==> config.mk <==
export PLATFORM = sky130hd
export DESIGN_NAME = median_center_of_mass
export DESIGN_NICKNAME = d
export VERILOG_FILES = /design/src/sv/mcm_pkg.sv /design/src/sv/mcm_ram.sv /design/src/sv/median_center_of_mass.sv
export SDC_FILE = /design/constraint.sdc
export NUM_CORES = 2
export LEC_CHECK = 0
export ABC_CLOCK_PERIOD_IN_PS = 7300
export BUFFER_PORTS_ARGS = -buffer_cell sky130_fd_sc_hd__buf_2
export CAP_MARGIN = 20
export CORE_UTILIZATION = 31
export CTS_CLUSTER_SIZE = 16
export DETAILED_ROUTE_END_ITERATION = 6
export SLEW_MARGIN = 20
export SYNTH_ARGS = -nofsm -noshare
export SYNTH_HDL_FRONTEND = slang
export SYNTH_HIERARCHICAL = 1
export SYNTH_SLANG_ARGS = --single-unit
==> constraint.sdc <==
create_clock -name clk -period 7.3 [get_ports clk]
set_input_delay 1.095 -clock clk [delete_from_list [all_inputs] [get_ports clk]]
set_output_delay 1.095 -clock clk [all_outputs]
set_load 0.02 [all_outputs]
==> src/sv/mcm_pkg.sv <==
// ----------------------------------------------------------------------------
// mcm_pkg
// Shared types and sizes for the median centre-of-mass block.
// ----------------------------------------------------------------------------
`default_nettype none

package mcm_pkg;

	// map geometry and field widths
	localparam int MAX_HEIGHT = 64;
	localparam int MAX_WIDTH  = 64;
	localparam int SIZE_W     = 7;
	localparam int MASS_W     = 16;
	localparam int FRAC_W     = 8;
	localparam int ROW_AW     = $clog2(MAX_HEIGHT);
	localparam int COL_AW     = $clog2(MAX_WIDTH);
	localparam int IDX_W      = (ROW_AW > COL_AW) ? ROW_AW : COL_AW;
	localparam int SUM_W      = 22;
	localparam int TOT_W      = 28;
	localparam int CTR_W      = 15;

	// divider widths: quotient never exceeds 2^FRAC_W
	localparam int DEN_W  = SUM_W + 1;
	localparam int NUM_W  = DEN_W + FRAC_W + 2;
	localparam int QUO_W  = FRAC_W + 1;
	localparam int STEP_W = $clog2(FRAC_W + 1);

	// configuration register indexes
	typedef enum logic [0:0] {
		REG_HEIGHT = 1'b0,
		REG_WIDTH  = 1'b1
	} reg_idx_t;

endpackage

`default_nettype wire

==> src/sv/mcm_ram.sv <==
// ----------------------------------------------------------------------------
// mcm_ram
// Generic simple dual-port RAM: one write port, one read port, registered read.
// ----------------------------------------------------------------------------
`default_nettype none

module mcm_ram #(
	parameter int WIDTH = 8,
	parameter int DEPTH = 16
) (
	input  wire logic                     clk,
	input  wire logic                     we,
	input  wire logic [$clog2(DEPTH)-1:0] waddr,
	input  wire logic [WIDTH-1:0]         wdata,
	input  wire logic [$clog2(DEPTH)-1:0] raddr,
	output logic      [WIDTH-1:0]         rdata
);

	logic [WIDTH-1:0] mem_q [DEPTH];

	// write and registered read
	always_ff @(posedge clk) begin
		if (we) begin
			mem_q[waddr] <= wdata;
		end
		rdata <= mem_q[raddr];
	end

endmodule

`default_nettype wire

==> src/sv/median_center_of_mass.sv <==
// ----------------------------------------------------------------------------
// median_center_of_mass
// Weighted median position of a map of pixel masses, rows and columns.
// ----------------------------------------------------------------------------
// Pixels are fed in raster order, one transfer per start pulse while busy is
// low; each pixel passes through an update state (read, add and write back of
// its column sum). After the last pixel of a map the block searches the row
// sums, then the column sums, one entry per cycle from a memory, and
// interpolates inside the median bucket with a 9-step restoring divider. The
// final pixel therefore holds busy through both searches and both divisions,
// or only through its update for an all-zero map. The result appears on done
// for a single cycle and must be taken then: the block cannot be stalled.
// Writes to map_height or map_width abandon the map in progress.
`default_nettype none

module median_center_of_mass (
	input  wire logic                         clk,
	input  wire logic                         arst_n,
	// configuration
	input  wire logic                         wr_en,
	input  wire logic [0:0]                   wr_index,
	input  wire logic [mcm_pkg::SIZE_W-1:0]   wr_data,
	// pixel input
	input  wire logic                         start,
	output logic                              busy,
	input  wire logic [mcm_pkg::MASS_W-1:0]   mass,
	// result
	output logic                              done,
	output logic      [mcm_pkg::CTR_W-1:0]    center_row,
	output logic      [mcm_pkg::CTR_W-1:0]    center_col,
	output logic      [mcm_pkg::TOT_W-1:0]    mass_sum,
	output logic                              empty_map
);

	import mcm_pkg::*;

	typedef enum logic [1:0] {
		ST_IDLE,
		ST_UPD,
		ST_SRCH,
		ST_DIV
	} state_t;

	state_t              state_q;
	logic [SIZE_W-1:0]   height_q, width_q;
	logic [SIZE_W-1:0]   h_eff, w_eff;
	logic [COL_AW-1:0]   col_cnt_q;
	logic [ROW_AW-1:0]   row_cnt_q;
	logic [SUM_W-1:0]    row_acc_q;
	logic [TOT_W-1:0]    run_total_q;
	logic [MASS_W-1:0]   mass_s1;
	logic [TOT_W-1:0]    total_q;

	// search and divider state
	logic                phase_col_q;
	logic [IDX_W-1:0]    rd_idx_q;
	logic                rd_vld_s1;
	logic [IDX_W-1:0]    idx_s1;
	logic [TOT_W-1:0]    cum_q;
	logic [IDX_W-1:0]    cidx_q;
	logic [NUM_W-1:0]    rem_q, dsh_q;
	logic [QUO_W-1:0]    quo_q;
	logic [STEP_W-1:0]   step_q;

	// memory ports
	logic                col_we, row_we;
	logic [COL_AW-1:0]   col_raddr;
	logic [SUM_W-1:0]    col_wdata, col_rdata, row_rdata, row_wdata;

	// combinational helpers
	logic [SUM_W-1:0]    row_acc_nx;
	logic [TOT_W-1:0]    total_nx;
	logic                last_col, last_row;
	logic [SUM_W-1:0]    srch_sum;
	logic [TOT_W-1:0]    cum_nx;
	logic                found;
	logic [DEN_W-1:0]    den, num_a;
	logic                ge;
	logic [QUO_W-1:0]    quo_fin;
	logic [CTR_W-1:0]    center_fin;

	// size register clamp: zero reads as one, above the maximum saturates
	function automatic logic [SIZE_W-1:0] clamp_size(input logic [SIZE_W-1:0] v,
			input logic [SIZE_W-1:0] maxv);
		logic [SIZE_W-1:0] r;
		if (v == '0) begin
			r = SIZE_W'(1);
		end else if (v > maxv) begin
			r = maxv;
		end else begin
			r = v;
		end
		return r;
	endfunction

	assign h_eff = clamp_size(height_q, SIZE_W'(MAX_HEIGHT));
	assign w_eff = clamp_size(width_q, SIZE_W'(MAX_WIDTH));

	// pixel accumulation
	assign row_acc_nx = row_acc_q + SUM_W'(mass_s1);
	assign total_nx   = run_total_q + TOT_W'(mass_s1);
	assign last_col   = (SIZE_W'(col_cnt_q) + SIZE_W'(1)) == w_eff;
	assign last_row   = (SIZE_W'(row_cnt_q) + SIZE_W'(1)) == h_eff;

	assign col_raddr = (state_q == ST_SRCH) ? rd_idx_q[COL_AW-1:0] : col_cnt_q;
	assign col_we    = (state_q == ST_UPD);
	assign col_wdata = (row_cnt_q == '0) ? SUM_W'(mass_s1) : col_rdata + SUM_W'(mass_s1);
	assign row_we    = (state_q == ST_UPD) && last_col;
	assign row_wdata = row_acc_nx;

	// median search: first bucket whose cumulative sum passes half the total
	assign srch_sum = phase_col_q ? col_rdata : row_rdata;
	assign cum_nx   = cum_q + TOT_W'(srch_sum);
	assign found    = {cum_nx, 1'b0} > {1'b0, total_q};
	assign den      = {srch_sum, 1'b0};
	assign num_a    = DEN_W'(total_q - {cum_q[TOT_W-2:0], 1'b0});

	// divider step
	assign ge         = rem_q >= dsh_q;
	assign quo_fin    = {quo_q[QUO_W-2:0], ge};
	assign center_fin = CTR_W'({cidx_q, {FRAC_W{1'b0}}}) + CTR_W'(quo_fin);

	assign busy = (state_q != ST_IDLE);

	mcm_ram #(.WIDTH(SUM_W), .DEPTH(MAX_WIDTH)) u_col_ram (
		.clk   (clk),
		.we    (col_we),
		.waddr (col_cnt_q),
		.wdata (col_wdata),
		.raddr (col_raddr),
		.rdata (col_rdata)
	);

	mcm_ram #(.WIDTH(SUM_W), .DEPTH(MAX_HEIGHT)) u_row_ram (
		.clk   (clk),
		.we    (row_we),
		.waddr (row_cnt_q),
		.wdata (row_wdata),
		.raddr (rd_idx_q[ROW_AW-1:0]),
		.rdata (row_rdata)
	);

	// control sequencer and registered outputs
	always_ff @(posedge clk or negedge arst_n) begin
		if (!arst_n) begin
			state_q     <= ST_IDLE;
			height_q    <= SIZE_W'(MAX_HEIGHT);
			width_q     <= SIZE_W'(MAX_WIDTH);
			col_cnt_q   <= '0;
			row_cnt_q   <= '0;
			row_acc_q   <= '0;
			run_total_q <= '0;
			mass_s1     <= '0;
			total_q     <= '0;
			phase_col_q <= 1'b0;
			rd_idx_q    <= '0;
			rd_vld_s1   <= 1'b0;
			idx_s1      <= '0;
			cum_q       <= '0;
			cidx_q      <= '0;
			rem_q       <= '0;
			dsh_q       <= '0;
			quo_q       <= '0;
			step_q      <= '0;
			done        <= 1'b0;
			center_row  <= '0;
			center_col  <= '0;
			mass_sum    <= '0;
			empty_map   <= 1'b0;
		end else begin
			done <= 1'b0;

			// configuration write restarts the map
			if (wr_en) begin
				unique case (reg_idx_t'(wr_index))
					REG_HEIGHT: height_q <= wr_data;
					REG_WIDTH:  width_q  <= wr_data;
				endcase
				col_cnt_q   <= '0;
				row_cnt_q   <= '0;
				row_acc_q   <= '0;
				run_total_q <= '0;
			end

			unique case (state_q)
				ST_IDLE: begin
					if (start) begin
						mass_s1 <= mass;
						state_q <= ST_UPD;
					end
				end

				ST_UPD: begin
					state_q <= ST_IDLE;
					if (last_col) begin
						col_cnt_q <= '0;
						row_acc_q <= '0;
						if (last_row) begin
							row_cnt_q   <= '0;
							run_total_q <= '0;
							total_q     <= total_nx;
							mass_sum    <= total_nx;
							if (total_nx == '0) begin
								// empty map: centres default to half the size
								empty_map  <= 1'b1;
								center_row <= CTR_W'({h_eff[SIZE_W-1:1], {FRAC_W{1'b0}}});
								center_col <= CTR_W'({w_eff[SIZE_W-1:1], {FRAC_W{1'b0}}});
								done       <= 1'b1;
							end else begin
								empty_map   <= 1'b0;
								phase_col_q <= 1'b0;
								rd_idx_q    <= '0;
								rd_vld_s1   <= 1'b0;
								cum_q       <= '0;
								state_q     <= ST_SRCH;
							end
						end else begin
							row_cnt_q <= row_cnt_q + ROW_AW'(1);
						end
					end else begin
						row_acc_q   <= row_acc_nx;
						col_cnt_q   <= col_cnt_q + COL_AW'(1);
					end
					if (!last_col || !last_row) begin
						run_total_q <= total_nx;
					end
				end

				ST_SRCH: begin
					// one read issued per cycle, its data handled in the next cycle
					rd_idx_q  <= rd_idx_q + IDX_W'(1);
					rd_vld_s1 <= 1'b1;
					idx_s1    <= rd_idx_q;
					if (rd_vld_s1) begin
						if (found) begin
							cidx_q  <= idx_s1;
							rem_q   <= NUM_W'({num_a, {(FRAC_W + 1){1'b0}}}) + NUM_W'(den);
							dsh_q   <= NUM_W'({den, 1'b0, {FRAC_W{1'b0}}});
							quo_q   <= '0;
							step_q  <= '0;
							state_q <= ST_DIV;
						end else begin
							cum_q <= cum_nx;
						end
					end
				end

				ST_DIV: begin
					// restoring division, one quotient bit per cycle
					if (ge) begin
						rem_q <= rem_q - dsh_q;
					end
					quo_q  <= quo_fin;
					dsh_q  <= dsh_q >> 1;
					step_q <= step_q + STEP_W'(1);
					if (step_q == STEP_W'(FRAC_W)) begin
						if (phase_col_q) begin
							center_col <= center_fin;
							done       <= 1'b1;
							state_q    <= ST_IDLE;
						end else begin
							center_row  <= center_fin;
							phase_col_q <= 1'b1;
							rd_idx_q    <= '0;
							rd_vld_s1   <= 1'b0;
							cum_q       <= '0;
							state_q     <= ST_SRCH;
						end
					end
				end
			endcase
		end
	end

endmodule

`default_nettype wire

Yosys cells after proc, flatten, opt, wreduce, memory -nomap -nowiden:

Memories as Yosys holds them, arrays and structs flattened. A register that Yosys moved wholly into a read port is not among the register bits.
Cells that the tools add are included.

* flip-flop bits (word level): 280
* memory bits (writable): 2816
* bits of input ports: 28
* output and inout port bits: 61
* logic and storage cells: 177
* memories kept: 2

* add/sub/neg operators: 14
* order comparisons: 4
* eq/ne operators: 18
* multiplexer cells: 88
* bitwise logic cells: 1
* reduce and logical (&&, ||, !) cells: 27

Memories
* u_col_ram.mem_q: words 64, bits a word 22, read ports 1, clocked after Yosys merged registers in 1, write ports 1, RTL line mcm_ram.sv:19 `logic [WIDTH-1:0] mem_q [DEPTH];`
* u_row_ram.mem_q: words 64, bits a word 22, read ports 1, clocked after Yosys merged registers in 1, write ports 1, RTL line mcm_ram.sv:19

Operator list (count)
* $mux 28: 12
* $mux 33: 5
* $mux 15: 10
* $pmux 33 s2: 2
* $mux 22: 5
* $pmux 28 s3: 1
* $mux 6: 13
* $pmux 15 s2: 2
* $add 22x16->22: 2
* $add 32x23->33: 1
* $ge 33x33->1: 1
* $sub 33x33->33: 1
* $gt 29x28->1: 1
* $add 28x16->28: 1
* $add 28x22->28: 1
* $logic_not 28->1: 1
* $mux 7: 4
* $sub 23x23->23: 1
* $add 6x1->6 const B: 3
* $ne 2x2->1 const B: 9
* $pmux 6 s3: 1
* $reduce_and 6->1: 3
* $mux 2: 8
* $mux 8: 2
* other kinds (30): 62

Depth between registers and ports, before layout:

* depth after elaboration: 8
* mapped depth: 26
* depth with buffers taken out: 22

By module:

The synthesis kept the hierarchy.

By module, submodules not included
* mcm_ram at u_col_ram: times used 1, cells each 2410, area an instance 54496.0 sq um, sequential area each 42721.0 sq um
* mcm_ram at u_row_ram: times used 1, cells each 2349, area an instance 54260.8 sq um, sequential area each 42721.0 sq um
* median_center_of_mass: times used 1, cells each 2301, area an instance 20588.5 sq um, sequential area each 6984.2 sq um

Least setup slack after synthesis:

OpenSTA, ideal clock, no wires.

* path type: register -> register
* from: register phase_col_q
* to: register dsh_q[13]
* setup time: 81 ps
* arrival time: 6121 ps
* data required time: 7219 ps
* slack: 1098 ps
* stages on the path, launching flop included: 27
* path buffers: 4
* period minus slack after synthesis: 6202 ps
* path through: dfrtp_1 -> clkbuf_1 -> buf_1 -> mux2_2 -> ha_1 -> fa_1 -> a21o_1 -> a21oi_1 -> o21ai_0 -> a31oi_1 -> o21ai_0 -> o21ai_0 -> a31oi_1 -> a211oi_1 -> nor2_1 -> xor2_1 -> ha_1 -> nand3_1 -> nor4_1 -> o21ai_0 -> o221ai_1 -> a22oi_1 -> nor2b_1 -> o21a_1 -> clkbuf_1 -> clkbuf_1 -> mux2i_1

* cells in the longest elaborated chain, start to end: 5
* elaborated cells between the ends (all ways): 8
* those cells by class: 1 x add/sub; 1 x order compare; 1 x eq/ne; 4 x mux; 1 x reduce/logical

RTL lines
* start, declared: RTL line median_center_of_mass.sv:55 `logic phase_col_q;`
* start signal, assigned: RTL line median_center_of_mass.sv:155 `phase_col_q <= 1'b0;`
* start signal, assigned: RTL line median_center_of_mass.sv:211 `phase_col_q <= 1'b0;`
* start signal, assigned: RTL line median_center_of_mass.sv:263 `phase_col_q <= 1'b1;`
* $mux 22 *: RTL line median_center_of_mass.sv:112 `assign srch_sum = phase_col_q ? col_rdata : row_rdata;`
* $add 28x22->28: RTL line median_center_of_mass.sv:113 `assign cum_nx = cum_q + TOT_W'(srch_sum);`
* $gt 29x28->1: RTL line median_center_of_mass.sv:114 `assign found = {cum_nx, 1'b0} > {1'b0, total_q};`
* $ne 2x2->1 (no line)
* $reduce_and 3->1 (no line)
* end signal, assigned: RTL line median_center_of_mass.sv:238 `dsh_q <= NUM_W'({den, 1'b0, {FRAC_W{1'b0}}});`
* end signal, assigned: RTL line median_center_of_mass.sv:254 `dsh_q <= dsh_q >> 1;`
* end, declared: RTL line median_center_of_mass.sv:61 `logic [NUM_W-1:0] rem_q, dsh_q;`

Every way passes the cells marked *; elsewhere a longest branch is shown, timed or not. The select of a mux whose other input is x is not followed.
A chain may end at the register's enable or synchronous reset.

Final worst setup path:

* from: register phase_col_q
* to: register dsh_q[28]

Same word-level chain as after synthesis.

==> impl_metrics.ini <==
[status]
status = complete, no violations

[floorplanning]
core_area_um2 = 414300
dieWidth_um = 647.9
die_area_um2 = 419800
dieHeight_um = 647.9
start_util_pct = 31.22
fp-row-count = 236
boundaryPins = 89

[timing]
tightest_slew_ns = 1.370
rsz0062_at_grt = no
fmax_mhz = 151.6
finalSetupTns_ns = 0
hold_viol_final = 0
fin_hold_ws_ns = 0.3027
setup_violations = 0
period_share_pct = 90.33
report.final.slew_viol_count = 0
finClkSkew_ns = 0.05851
fin_ws_ns = 0.7056
relSlewSlack_pct = 8.133
layout_min_cycle_time_ns = 6.594

[cells_and_area]
drive_above_1_share_pct = 23.68
mostFrequentLayoutCells = edfxtp_1, mux4_2, clkbuf_16
instances_no_fill = 13082
final_nets = 7568
final_common_cell = edfxtp_1
stdcell_area_um2 = 147500
area_delta_synth_final_pct = 14.03
utilization_pct = 35.60

[synthesis]
ys_types = 85
async_flop_share_pct = 8.888
synth_top_family_by_area = multiplexers
syn_inst = 7060
syn_avg_cell_area_um2 = 18.32
yosys.area_share.simple_pct = 3.636
syn_nets = 7267
synthAdderAreaFrac_pct = 1.772
synth_ff_type = edfxtp_1
synth_compound_area_share_pct = 5.395
synthXorXnorAreaFrac_pct = 1.013
seq_area_frac_synth_pct = 71.46
ys_ff_latch = 3139
synthesis.area_um2 = 129300
synth-edff-count = 2816
synthMuxAreaShare_pct = 14.93
yosys_warnings = 6

[power]
p_leak_nw = 47.87
worst_ir_drop_vdd_mv = 0.5109
power_density_nw_per_um2 = 328.8
power_mw = 48.49

[route]
wl_per_cell_um = 26.32
ant_nets = 0
drc = 0
via_per_inst = 5.316
drt_wl_total_mm = 344.3
vias = 69542
drt-initial-drc-count = 7775
drt_first_pass_iters = 5

[cts]
hold_buffers = 0
clk_root_buffer_cell = clkbuf_16
htreeDepth = 5
path_clk_slew_ns = 0.07
clk_latency_ns = 0.93
numCtsBuffers = 304
clock_sinks = 3139
cts_resized = 0
cts_tree = built
cts_buffer_depth = 4
cts_setup_buffers = 0

[placement]
globalplace.congestion = 0.8919
dpl_cell_area_um2 = 137900
dp_cells = 12527
place.detailed.hpwl_mm = 212.7
place_ws_ns = 0.4183
portBuffers = 88

[worst_setup_path]
cp-start-kind = flip-flop
crit_required_ns = 8.11
reg2reg_slack_ns = 0.71
critPathArrivalTime_ns = 7.40
r2r-end = dsh_q[28]
rr_startpoint = phase_col_q
cp-end-kind = flip-flop
reg2reg_depth = 24
critPathMaxFanout = 24
path_class = flip-flop to flip-flop

[global_routing]
overflow = 0
grt_max_degree = 174
grt_pass1_wl_mm = 493.4
grt_pass1_vias = 69274
grt_antenna_before_repair = 29
grt_use_total_pct = 16.00

[run]
max-cap-violations = 0

[hold_path]
hold_path_class = input port to async pin
## cell usage after synthesis, drive strengths merged (10+ instances only)
| library cell | instances | area [µm²] |
|---|---|---|
| buf | 164 | 1084 |
| or3 | 27 | 168.9 |
| o21ai | 213 | 1070 |
| nand2 | 242 | 908.4 |
| and3 | 50 | 312.8 |
| o31ai | 32 | 240.2 |
| o221ai | 14 | 122.6 |
| mux2i | 270 | 2703 |
| edfxtp | 2816 | 84560 |
| o211ai | 24 | 180.2 |
| or4 | 10 | 78.82 |
| dfrtp | 277 | 6932 |
| a21oi | 166 | 830.8 |
| a31oi | 54 | 337.8 |
| dfxtp | 44 | 880.8 |
| nand4 | 25 | 156.4 |
| xnor2 | 90 | 788.3 |
| a22oi | 100 | 750.7 |
| mux4 | 671 | 15110 |
| nor2b | 39 | 244.0 |
| nand2b | 31 | 193.9 |
| mux2 | 131 | 1501 |
| a211oi | 53 | 397.9 |
| a211o | 19 | 166.4 |
| o22ai | 62 | 394.1 |
| and2 | 25 | 156.4 |
| o22a | 13 | 113.9 |
| or2 | 19 | 118.9 |
| nor3 | 59 | 295.3 |
| a221oi | 30 | 262.8 |
| nor2 | 322 | 1209 |
| ha | 172 | 2152 |
| xor2 | 57 | 499.2 |
| nand3b | 19 | 142.6 |
| clkbuf | 188 | 706.9 |
| o21bai | 18 | 135.1 |
| a21o | 64 | 480.5 |
| inv | 141 | 529.3 |
| nand3 | 94 | 470.5 |
| a22o | 67 | 586.8 |
| o21a | 37 | 277.8 |
## worst max path at each step
stage                            to         from  slack, ns
after floorplan           dsh_q[13]  phase_col_q       1.10
after global placement    rem_q[16]  phase_col_q       0.39
after detailed placement  dsh_q[28]  phase_col_q       0.42
after CTS                 dsh_q[28]  phase_col_q       0.38
after global routing      dsh_q[28]  phase_col_q       0.06
final                     dsh_q[28]  phase_col_q       0.71
## cells by family after synthesis
logic type	count (synthesis)
xor gates and xnor gates	148
DFF	3139
and+or+nand+nor	993
buffers and inverters	493
muxes	1072
AOI/OAI and AO/OA	1036
adders and majority gates	179
## state kept, by name (all words and copies together) (netlist names), 16 cells and up
register,flops
total_q,28
u_col_ram/rdata,22
run_total_q,28
u_row_ram/mem_q,1408
mass_s1,16
dsh_q,32
u_row_ram/rdata,22
row_acc_q,22
u_col_ram/mem_q,1408
rem_q,33
cum_q,28
## worst max-delay path, stage by stage (launching register included)
cell and delay, ns:
dfrtp_1 0.35, buf_4 0.38, mux2_2 0.43, fa_1 0.42, a21o_1 0.18, a21oi_1 0.28
o21ai_0 0.17, a31oi_1 0.26, o21ai_0 0.19, o21ai_0 0.41, a31oi_1 0.29, a211oi_2 0.41
nor2_1 0.09, xor2_1 0.16, ha_1 0.28, nand3_1 0.11, nor4_1 0.36, o21ai_0 0.16
o221ai_1 0.17, a22oi_1 0.11, buf_4 0.19, nor2b_1 0.22, o21a_4 0.39, buf_12 0.21
mux2i_1 0.22
## area by class of cell
type,instances,area (µm²)
inverter,141,529.3
tap,5474,6849
clock buffer,394,8259
fill,38078,266800
antenna,15,37.54
timing repair buffer,346,2541
multi-input combinational,3429,35580
sequential,3139,92440
clock inverter,144,1251
## power by group
part / switching (mW) / internal [mW]
registers: 0.325 / 22.4
clock network: 6.69 / 8.68
logic: 7.15 / 3.31
total: 14.2 / 34.3
## metal layers
metal	vias up	part of all wire, %	GRT usage [%]
li1	29218	-	-
met2	2839	47	25.28
met3	565	8.0	2.761
met4	12	3.9	5.935
met1	36908	42	22.11
met5	-	0.025	0
(Power assumes the default switching activity.)
